File: src/hdl/dscs_pkg.sv
// Types, command codes and coil patterns of the dual stepper command sequencer.
// No dependencies; imported by every module of the block.
`default_nettype none

package dscs_pkg;

    localparam int unsigned PERIOD_W = 12;

    typedef logic [1:0]          t_kind;
    typedef logic [7:0]          t_byte;
    typedef logic [PERIOD_W-1:0] t_period;
    typedef logic [1:0]          t_phase;
    typedef logic [3:0]          t_coils;

    localparam t_kind KIND_TICK   = 2'd0;
    localparam t_kind KIND_BYTE   = 2'd1;
    localparam t_kind KIND_BUTTON = 2'd2;

    localparam t_byte CMD_TOGGLE = 8'h71;   // q
    localparam t_byte CMD_FWD    = 8'h77;   // w
    localparam t_byte CMD_BACK   = 8'h73;   // s
    localparam t_byte CMD_LEFT   = 8'h61;   // a
    localparam t_byte CMD_RIGHT  = 8'h64;   // d
    localparam t_byte CMD_FAST   = 8'h66;   // f
    localparam t_byte CMD_SLOW   = 8'h67;   // g

    localparam logic CFG_SLOW = 1'b0;
    localparam logic CFG_FAST = 1'b1;

    localparam t_period SLOW_RESET = 12'd50;
    localparam t_period FAST_RESET = 12'd20;

    localparam t_coils COILS_OFF = 4'hF;
    localparam t_coils PAT0      = 4'h3;
    localparam t_coils PAT1      = 4'h6;
    localparam t_coils PAT2      = 4'hC;
    localparam t_coils PAT3      = 4'h9;

    typedef struct packed {
        logic enabled;
        logic fwd_first;
        logic fwd_second;
        logic slow;
    } t_ctrl;

    // mirrored order walks the table backwards: 3,9,C,6
    function automatic t_coils coil_pattern(input t_phase phase, input logic mirror);
        t_phase idx;
        t_coils pat;
        idx = mirror ? (2'd0 - phase) : phase;
        unique case (idx)
            2'd0:    pat = PAT0;
            2'd1:    pat = PAT1;
            2'd2:    pat = PAT2;
            default: pat = PAT3;
        endcase
        return pat;
    endfunction

endpackage

`default_nettype wire

File: src/hdl/dscs_ctrl.sv
// Command decoder: enable, per-motor direction and speed mode state.
// Depends on dscs_pkg.
`default_nettype none

module dscs_ctrl
    import dscs_pkg::*;
(
    input  wire logic  i_clk,
    input  wire logic  i_rst_n,
    input  wire logic  i_load,
    input  wire t_kind i_command,
    input  wire t_byte i_command_byte,
    output t_ctrl      o_ctrl_next
);

    t_ctrl r_ctrl;
    t_ctrl n_ctrl;

    always_comb begin
        n_ctrl = r_ctrl;
        priority if (i_command == KIND_BUTTON) begin
            n_ctrl.enabled = ~r_ctrl.enabled;
        end else if (i_command == KIND_BYTE) begin
            unique case (i_command_byte)
                CMD_TOGGLE: n_ctrl.enabled = ~r_ctrl.enabled;
                CMD_FWD: begin
                    n_ctrl.fwd_first  = 1'b1;
                    n_ctrl.fwd_second = 1'b1;
                end
                CMD_BACK: begin
                    n_ctrl.fwd_first  = 1'b0;
                    n_ctrl.fwd_second = 1'b0;
                end
                CMD_LEFT: begin
                    n_ctrl.fwd_first  = 1'b0;
                    n_ctrl.fwd_second = 1'b1;
                end
                CMD_RIGHT: begin
                    n_ctrl.fwd_first  = 1'b1;
                    n_ctrl.fwd_second = 1'b0;
                end
                CMD_FAST: n_ctrl.slow = 1'b0;
                CMD_SLOW: n_ctrl.slow = 1'b1;
                default:  n_ctrl = r_ctrl;
            endcase
        end else begin
            n_ctrl = r_ctrl;
        end
    end

    always_ff @(posedge i_clk) begin
        if (!i_rst_n) begin
            r_ctrl <= '{enabled: 1'b1, fwd_first: 1'b1, fwd_second: 1'b1, slow: 1'b1};
        end else if (i_load) begin
            r_ctrl <= n_ctrl;
        end
    end

    assign o_ctrl_next = n_ctrl;

endmodule

`default_nettype wire

File: src/hdl/dscs_motor.sv
// One motor channel: step down-counter, phase and latched coil drive.
// Depends on dscs_pkg.
`default_nettype none

module dscs_motor
    import dscs_pkg::*;
(
    input  wire logic    i_clk,
    input  wire logic    i_rst_n,
    input  wire logic    i_load,
    input  wire logic    i_tick,
    input  wire logic    i_enabled,
    input  wire logic    i_forward,
    input  wire logic    i_mirror,
    input  wire t_period i_period,
    output t_coils       o_drive_next,
    output logic         o_stepped
);

    t_phase  r_phase;
    t_period r_count;
    t_coils  r_drive;
    t_phase  n_phase;
    t_period n_count;
    t_coils  n_drive;
    t_period count_dec;
    logic    step;

    always_comb begin
        count_dec = (i_tick && (r_count != '0)) ? (r_count - t_period'(1)) : r_count;
        step      = i_enabled && (count_dec == '0);
        n_phase   = r_phase;
        n_count   = count_dec;
        n_drive   = r_drive;
        if (step) begin
            n_phase = i_forward ? (r_phase + 2'd1) : (r_phase - 2'd1);
            n_count = i_period;
            n_drive = coil_pattern(r_phase, i_mirror);
        end
        if (!i_enabled) begin
            n_drive = COILS_OFF;
        end
    end

    always_ff @(posedge i_clk) begin
        if (!i_rst_n) begin
            r_phase <= '0;
            r_count <= '0;
            r_drive <= COILS_OFF;
        end else if (i_load) begin
            r_phase <= n_phase;
            r_count <= n_count;
            r_drive <= n_drive;
        end
    end

    assign o_drive_next = n_drive;
    assign o_stepped    = step;

endmodule

`default_nettype wire

File: src/hdl/dual_stepper_command_sequencer.sv
// Dual full-step stepper sequencer driven by ticks, command bytes and button presses.
// Depends on dscs_pkg, dscs_ctrl and dscs_motor.
// Takes one item per clock cycle. Each accepted item updates the command state and both
// motor channels in the same cycle, and its result appears in the output register on the
// next cycle. The input side stalls only while a finished result waits unclaimed in that
// register; taking it frees the slot in the same cycle. Period registers are written
// through the plain write port (index 0 slow period, index 1 fast period) and reset to
// 50 and 20 ticks.
`default_nettype none

module dual_stepper_command_sequencer
    import dscs_pkg::*;
(
    input  wire logic        i_clk,
    input  wire logic        i_rst_n,
    input  wire logic        i_cfg_we,
    input  wire logic        i_cfg_index,
    input  wire logic [11:0] i_cfg_data,
    input  wire logic        i_in_valid,
    output logic             o_in_ready,
    input  wire logic [1:0]  i_command,
    input  wire logic [7:0]  i_command_byte,
    output logic             o_out_valid,
    input  wire logic        i_out_ready,
    output logic [3:0]       o_coils_first,
    output logic [3:0]       o_coils_second,
    output logic             o_motors_enabled,
    output logic             o_stepped_first,
    output logic             o_stepped_second
);

    t_period r_slow_period;
    t_period r_fast_period;
    logic    r_out_valid;
    t_coils  r_coils_first;
    t_coils  r_coils_second;
    logic    r_enabled;
    logic    r_stepped_first;
    logic    r_stepped_second;

    logic    accept;
    t_ctrl   ctrl_next;
    t_period period;
    t_coils  drive_first;
    t_coils  drive_second;
    logic    step_first;
    logic    step_second;
    logic    tick;

    assign o_in_ready = !r_out_valid || i_out_ready;
    assign accept     = i_in_valid && o_in_ready;
    assign tick       = (i_command == KIND_TICK);
    assign period     = ctrl_next.slow ? r_slow_period : r_fast_period;

    always_ff @(posedge i_clk) begin
        if (!i_rst_n) begin
            r_slow_period <= SLOW_RESET;
            r_fast_period <= FAST_RESET;
        end else if (i_cfg_we) begin
            if (i_cfg_index == CFG_SLOW) begin
                r_slow_period <= i_cfg_data;
            end else begin
                r_fast_period <= i_cfg_data;
            end
        end
    end

    dscs_ctrl u_ctrl (
        .i_clk          (i_clk),
        .i_rst_n        (i_rst_n),
        .i_load         (accept),
        .i_command      (i_command),
        .i_command_byte (i_command_byte),
        .o_ctrl_next    (ctrl_next)
    );

    dscs_motor u_motor_first (
        .i_clk        (i_clk),
        .i_rst_n      (i_rst_n),
        .i_load       (accept),
        .i_tick       (tick),
        .i_enabled    (ctrl_next.enabled),
        .i_forward    (ctrl_next.fwd_first),
        .i_mirror     (1'b0),
        .i_period     (period),
        .o_drive_next (drive_first),
        .o_stepped    (step_first)
    );

    dscs_motor u_motor_second (
        .i_clk        (i_clk),
        .i_rst_n      (i_rst_n),
        .i_load       (accept),
        .i_tick       (tick),
        .i_enabled    (ctrl_next.enabled),
        .i_forward    (ctrl_next.fwd_second),
        .i_mirror     (1'b1),
        .i_period     (period),
        .o_drive_next (drive_second),
        .o_stepped    (step_second)
    );

    always_ff @(posedge i_clk) begin
        if (!i_rst_n) begin
            r_out_valid <= 1'b0;
        end else if (accept) begin
            r_out_valid <= 1'b1;
        end else if (i_out_ready) begin
            r_out_valid <= 1'b0;
        end
    end

    always_ff @(posedge i_clk) begin
        if (accept) begin
            r_coils_first    <= drive_first;
            r_coils_second   <= drive_second;
            r_enabled        <= ctrl_next.enabled;
            r_stepped_first  <= step_first;
            r_stepped_second <= step_second;
        end
    end

    assign o_out_valid      = r_out_valid;
    assign o_coils_first    = r_coils_first;
    assign o_coils_second   = r_coils_second;
    assign o_motors_enabled = r_enabled;
    assign o_stepped_first  = r_stepped_first;
    assign o_stepped_second = r_stepped_second;

endmodule

`default_nettype wire

File: config.mk
export PLATFORM = sky130hd
export DESIGN_NAME = dual_stepper_command_sequencer
export DESIGN_NICKNAME = d
export VERILOG_FILES = /design/src/hdl/dscs_pkg.sv /design/src/hdl/dscs_ctrl.sv /design/src/hdl/dscs_motor.sv /design/src/hdl/dual_stepper_command_sequencer.sv
export SDC_FILE = /design/constraint.sdc
export NUM_CORES = 1
export LEC_CHECK = 0
export ABC_AREA = 0
export BUFFER_PORTS_ARGS = -buffer_cell sky130_fd_sc_hd__buf_2
export CAP_MARGIN = 20
export CORE_MARGIN = 2
export CORE_UTILIZATION = 40
export DETAILED_ROUTE_END_ITERATION = 10
export PLACE_DENSITY_LB_ADDON = 0.25
export SLEW_MARGIN = 20
export SYNTH_ARGS = -nofsm -noshare
export SYNTH_HDL_FRONTEND = slang
export SYNTH_SLANG_ARGS = --single-unit
File: constraint.sdc
create_clock -name i_clk -period 4.31 [get_ports i_clk]
set_input_delay 0.2155 -clock i_clk [delete_from_list [all_inputs] [get_ports i_clk]]
set_output_delay 0.2155 -clock i_clk [all_outputs]
set_load 0.03 [all_outputs]
After elaboration in Yosys (flattened, before gate mapping)

Index checks and enable logic that the tools add are counted.
W data, S select, Z words.

Register bits: 76
Input bits: 28
Word-level logic and storage cells: 80

Add/sub/neg operators: 7
Equality and inequality tests: 13
Mux-type cells: 21
Bitwise gates (word level): 2
Reduce and logical (&&, ||, !) cells: 19

Operator list:

| kind                    | count |
|---|---|
| $mux W12                | 5 |
| $eq A8 B7 Y1 const B    | 7 |
| $logic_not A12 Y1       | 2 |
| $pmux W4 S3             | 2 |
| $reduce_bool A12 Y1     | 2 |
| $sub A12 B1 Y12 const B | 2 |
| $mux W4                 | 5 |
| $pmux W2 S4             | 1 |
| $reduce_and A2 Y1       | 4 |
| $eq A2 B1 Y1 const B    | 3 |
| $eq A2 B2 Y1 const B    | 3 |
| $logic_not A2 Y1        | 3 |
| $logic_and A1 B1 Y1     | 5 |
| $add A2 B1 Y2 const B   | 2 |
| $mux W1                 | 4 |
| $mux W2                 | 2 |
| $sub A2 B1 Y2 const B   | 2 |
| $mux W3                 | 1 |
| $not A1 Y1              | 2 |
| $pmux W1 S2             | 1 |
| $reduce_bool A2 Y1      | 1 |
| $sub A1 B2 Y2 const A   | 1 |
| $logic_not A1 Y1        | 1 |
| $logic_or A1 B1 Y1      | 1 |

Logic depth before layout (Yosys ltp)

Depth in word-level cells: 7
Depth in mapped cells: 11

Hierarchy

From an unflattened synthesis, not the netlist that was laid out.

Cells, all modules: 571
Area total of the unflattened synthesis: 5004.8 um^2

Modules (own cells, without submodules):

| module                         | instances | cells each | area each (um^2) | seq. area each (um^2) |
|---|---|---|---|---|
| dscs_motor                     | 2         | 197        | 1584.0           | 360.3 |
| dual_stepper_command_sequencer | 1         | 135        | 1480.2           | 830.8 |
| dscs_ctrl                      | 1         | 42         | 356.6            | 80.1 |

Least setup slack after synthesis

No wires, ideal clock.

Path type: reg-to-reg
Start point: reg u_motor_first.r_count[0]
End point: reg r_coils_first[3], in the netlist o_coils_first[3], data pin
Data arrival time: 2.473 ns
Data required time: 4.040 ns
Setup slack: 1.567 ns
Cell stages (with the launch flop): 12
Path through: dfxtp_1 -> inv_1 -> ha_1 -> or3b_2 -> a211oi_1 -> xnor2_1 -> nand3_1 -> or3_1 -> clkbuf_1 -> buf_2 -> nor3_1 -> o21ai_1

Cells in the longest elaborated chain, start to end: 7
Elaborated cells between the ends (all ways): 8
Those cells by class: add/sub: 1; mux: 3; reduce/logical: 4

Ends and longest elaborated chain:

| element                                                                 | RTL line                              | RTL |
|---|---|---|
| from (decl)                                                             | dscs_motor.sv:21                      | `t_period r_count;` |
| from (signal assigned)                                                  | dscs_motor.sv:52                      | `r_count <= n_count;` |
| parallel branches: the longest is 2 deep, another holds $sub A12 B1 Y12 | -                                     |  |
| $mux W12 (*)                                                            | dscs_motor.sv:30                      | `count_dec = (i_tick && (r_count != '0)) ? (r_count - t_period'(1)) : r_count;` |
| $logic_not A12 Y1 (*)                                                   | dscs_motor.sv:31                      | `step = i_enabled && (count_dec == '0);` |
| $logic_and A1 B1 Y1 (*)                                                 | dscs_motor.sv:31                      |  |
| $mux W4 (*)                                                             | dscs_motor.sv:35                      | `if (step) begin` |
| $mux W4 (*)                                                             | dscs_motor.sv:40                      | `if (!i_enabled) begin` |
| net drive_first[3]                                                      | dual_stepper_command_sequencer.sv:44  | `t_coils drive_first;` |
| to (signal assigned)                                                    | dual_stepper_command_sequencer.sv:115 | `r_coils_first <= drive_first;` |
| to (decl)                                                               | dual_stepper_command_sequencer.sv:35  | `t_coils r_coils_first;` |

Mark *: on every way through the listed nets, which the timed path passes.
A chain may end at the register's enable or synchronous reset.

Worst setup path after layout

Start point: reg u_motor_first.r_count[0]
End point: reg u_motor_first.r_count[3]

Cells in the longest elaborated chain, start to end: 6
Elaborated cells between the ends (all ways): 7
Those cells by class: add/sub: 1; mux: 2; reduce/logical: 4

Ends and longest elaborated chain:

| element                                                                 | RTL line |
|---|---|
| parallel branches: the longest is 2 deep, another holds $sub A12 B1 Y12 | - |
| $mux W12 (*)                                                            | dscs_motor.sv:30 |
| $logic_not A12 Y1                                                       | dscs_motor.sv:31 |
| $logic_and A1 B1 Y1                                                     | dscs_motor.sv:31 |
| $mux W12 (*)                                                            | dscs_motor.sv:35 |

Every way passes the cells marked *.

==> metrics.md <==
| Metric | Value |
|---|---|
| Status | `complete, no violations` |
| HP Class | `in -> reg` |
| Routed WL | `9.55 mm` |
| Area of the multi-input gates | `2170 sq um` |
| Seq/Total Area, Yosys | `41.0%` |
| Measured slew at the worst slew-check pin | `0.903 ns` |
| LEAKAGE | `1.75 nW` |
| Final routed DRC violation total | `0` |
| DR pass1 iterations | `5` |
| Final Hold Fails | `0` |
| Insertion delay to the later sink of the worst-skew pair | `0.36 ns` |
| I/O pins | `41` |
| Netlist cell types | `63` |
| Post-Syn Instances | `476` |
| Setup bufs post-CTS | `0` |
| Cells on Worst Hold Path | `3` |
| Num CTS Buffers | `9` |
| Post-Synth Adder-Cell Area | `2.20%` |
| RSZ-0062 raised after global routing | `no` |
| Reg2reg setup slack | `0.93 ns` |
| Crit path kind | `reg -> reg` |
| Fill count | `983` |
| Mux contribution to synthesized area | `5.37%` |
| Share of cells above drive strength 1 | `14.6%` |
| Critical Path Source Type | `register` |
| Core area | `9730 sq um` |
| Max-slew violations | `0` |
| Mapped Area | `3980 sq um` |
| Compound-Gate Fraction of Synth Area | `19.0%` |
| Setup TNS | `0 ns` |
| Worst reg2reg startpoint | `u_motor_first.r_count[0]$_SDFFE_PN0P_` |
| GRT overflow | `0` |
| Initial antenna violation count | `0` |
| Cell Pwr Density | `530 nW/um^2` |
| Worst reg2reg path depth | `9` |
| Setup violations, final | `0` |
| Final hold slack | `0.0739 ns` |
| HP Start | `i_cfg_data[4]` |
| F_max | `296 MHz` |
| GP Congestion | `0.912` |
| Width of the die | `104 um` |
| Antenna-violating nets left | `0` |
| Maximum vdd drop | `0.235 mV` |
| Vias per cell | `5.54` |
| Die area | `10800 sq um` |
| Post-Syn Nets | `511` |
| Post-route insts no fill | `647` |
| Die height | `104 um` |
| Vias | `3586` |
| Fin nets | `544` |
| Number of enable flip-flop cells after synthesis | `11` |
| H-tree lvl count | `3` |
| GRT Overall Usage | `18.2%` |
| WHS Endpoint | `r_fast_period[4]$_SDFFE_PN1P_` |
| CP max FO | `23` |
| Synthesis Warnings | `0` |
| Placed insts | `630` |
| P&R area growth vs syn | `13.2%` |
| Per-cell routed wire length | `14.8 um` |
| Max cap viols | `0` |
| XOR/XNOR Fraction of Synth Area | `3.30%` |
| First-pass GRT wire length | `16.0 mm` |
| Seq cells post-synth | `76` |
| CTS-repair resized insts | `0` |
| Worst setup EP type | `register` |
| Largest family of logic cells by synthesized area | `simple AND/OR/NAND/NOR gates` |
| Setup Skew | `0.0114 ns` |
| Vias in the first global route | `3362` |
| Largest net degree at the start of global routing | `33` |
| CTS root buffer | `clkbuf_8` |
| CTS tree | `yes` |
| FP Rows | `36` |
| CP Data Required Time | `4.60 ns` |
| Worst-path clk slew | `0.09 ns` |
| Initial Utilization | `40.9%` |
| Post-synthesis simple-gate area fraction | `24.5%` |
| Syn avg cell area | `8.36 sq um` |
| Clock Sinks | `76` |
| WP data arrival | `3.67 ns` |
| DP HPWL | `6.50 mm` |
| # port buffers | `40` |
| Part of the cycle the worst path needs | `78.5%` |
| Slew headroom | `39.7%` |
| Storage cell area | `1630 sq um` |
| DRT iter0 DRCs | `213` |
| Crit path time final | `3.38 ns` |
| # hold bufs at CTS | `0` |
| R2R Path End | `u_motor_first.r_count[3]$_SDFFE_PN0P_` |
| Primary FF master, synth | `dfxtp_1` |
| Max Root-Sink Buffers | `2` |
| Ant. Diodes | `0` |
| Ys async rst share | `0%` |
[sequential cells by signal, indices dropped and copies added (netlist names), 2 cells and up]
| register | flops |
|---|---|
| u_ctrl.r_ctrl | 4 |
| u_motor_second.r_count | 12 |
| u_motor_second.r_drive | 4 |
| u_motor_second.r_phase | 2 |
| o_coils_first | 4 |
| r_fast_period | 12 |
| u_motor_first.r_drive | 4 |
| u_motor_first.r_phase | 2 |
| r_slow_period | 12 |
| u_motor_first.r_count | 12 |
| o_coils_second | 4 |
[power by group]
group / switching [mW] / leakage, nW / internal, mW
Clock: 0.281 / 0.0987 / 0.247
Sequential: 0.0852 / 0.623 / 0.838
Combinational: 0.573 / 1.03 / 0.364
Total: 0.939 / 1.75 / 1.45
[synth_stat cells (all sizes together) (9+ instances only)]
| master | count | area share (%) |
|---|---|---|
| mux2i | 18 | 4.5 |
| o211ai | 10 | 1.9 |
| inv | 20 | 1.9 |
| o21ai | 14 | 1.8 |
| nor2 | 32 | 3.0 |
| nor3 | 14 | 1.8 |
| edfxtp | 11 | 8.3 |
| nand2 | 80 | 7.5 |
| nand3 | 21 | 2.6 |
| nor4 | 9 | 1.7 |
| clkbuf | 19 | 1.8 |
| a21oi | 41 | 5.2 |
| xnor2 | 12 | 2.6 |
| dfxtp | 65 | 33 |
[through the flow]
step / setup WS, ns / power, mW / util [%] / instance area [sq um]
2_1_floorplan: 1.57 / 1.64 / - / 3980
3_3_place_gp: 1.08 / 1.85 / 44.1 / 4290
3_5_place_dp: 0.969 / 1.86 / 44.1 / 4290
4_1_cts: 0.964 / 2.39 / 46.0 / 4480
5_1_grt: 0.649 / 2.56 / 46.3 / 4510
6_report: 0.927 / 2.39 / 46.3 / 4510
[cell type report]
| cell class | instances | area share, % |
|---|---|---|
| inverter | 21 | 1.75 |
| sequential | 76 | 36.2 |
| clock buffer | 10 | 3.30 |
| tap | 133 | 3.69 |
| multi-input combinational | 354 | 48.1 |
| clock inverter | 6 | 0.944 |
| timing repair buffer | 47 | 6.05 |
[layout by cell type (no fill, tap or decap), types with 5 or more instances in the layout]
cell type / instances
nand2_1: 80
dfxtp_1: 65
a21oi_1: 41
buf_2: 40
nor2_1: 32
nand3_1: 21
inv_1: 19
mux2i_1: 18
nor3_1: 14
xnor2_1: 12
edfxtp_1: 11
o211ai_1: 10
o21ai_0: 10
clkbuf_8: 9
nand2b_1: 7
nor4_1: 7
ha_1: 7
or4_1: 6
buf_4: 6
nor2b_1: 5
and2_1: 5
o22ai_1: 5
[metal layers]
metal / part of all wire, % / global-route usage (%)
met5: 0 / 0
met1: 45 / 22.9
met3: 5.5 / 3.46
met4: 2.0 / 7.14
met2: 47 / 30.7
[how the worst max path moves through the flow]
stage                                          startpoint                               endpoint  slack, ns  cells past startpoint
floorplan           u_motor_first.r_count[0]$_SDFFE_PN0P_             o_coils_first[3]$_DFFE_PP_       1.57                     11
global placement    u_motor_first.r_count[0]$_SDFFE_PN0P_  u_motor_first.r_count[3]$_SDFFE_PN0P_       1.08                      9
detailed placement  u_motor_first.r_count[0]$_SDFFE_PN0P_  u_motor_first.r_count[3]$_SDFFE_PN0P_       0.97                      9
CTS                 u_motor_first.r_count[0]$_SDFFE_PN0P_  u_motor_first.r_count[3]$_SDFFE_PN0P_       0.96                      9
global route        u_motor_first.r_count[0]$_SDFFE_PN0P_  u_motor_first.r_count[3]$_SDFFE_PN0P_       0.65                      9
finish              u_motor_first.r_count[0]$_SDFFE_PN0P_  u_motor_first.r_count[3]$_SDFFE_PN0P_       0.93                      9
[worst max-delay path: stages, from the launching register on]
cell     delay [ns]
dfxtp_1        0.36
inv_1          0.13
ha_1           0.25
nor3b_1        0.63
nand4_1        0.21
mux2i_1        0.25
nand3_1        0.12
or3_1          0.67
or4_1          0.61
o21ai_1        0.08
[cell families after synthesis]
group | count (synthesis)
buf+inv | 46
flops | 76
mux | 21
compound gates | 111
fa+ha+maj | 7
simple gates | 200
xor+xnor | 15
Note: power is estimated with default switching activity, not from simulation.
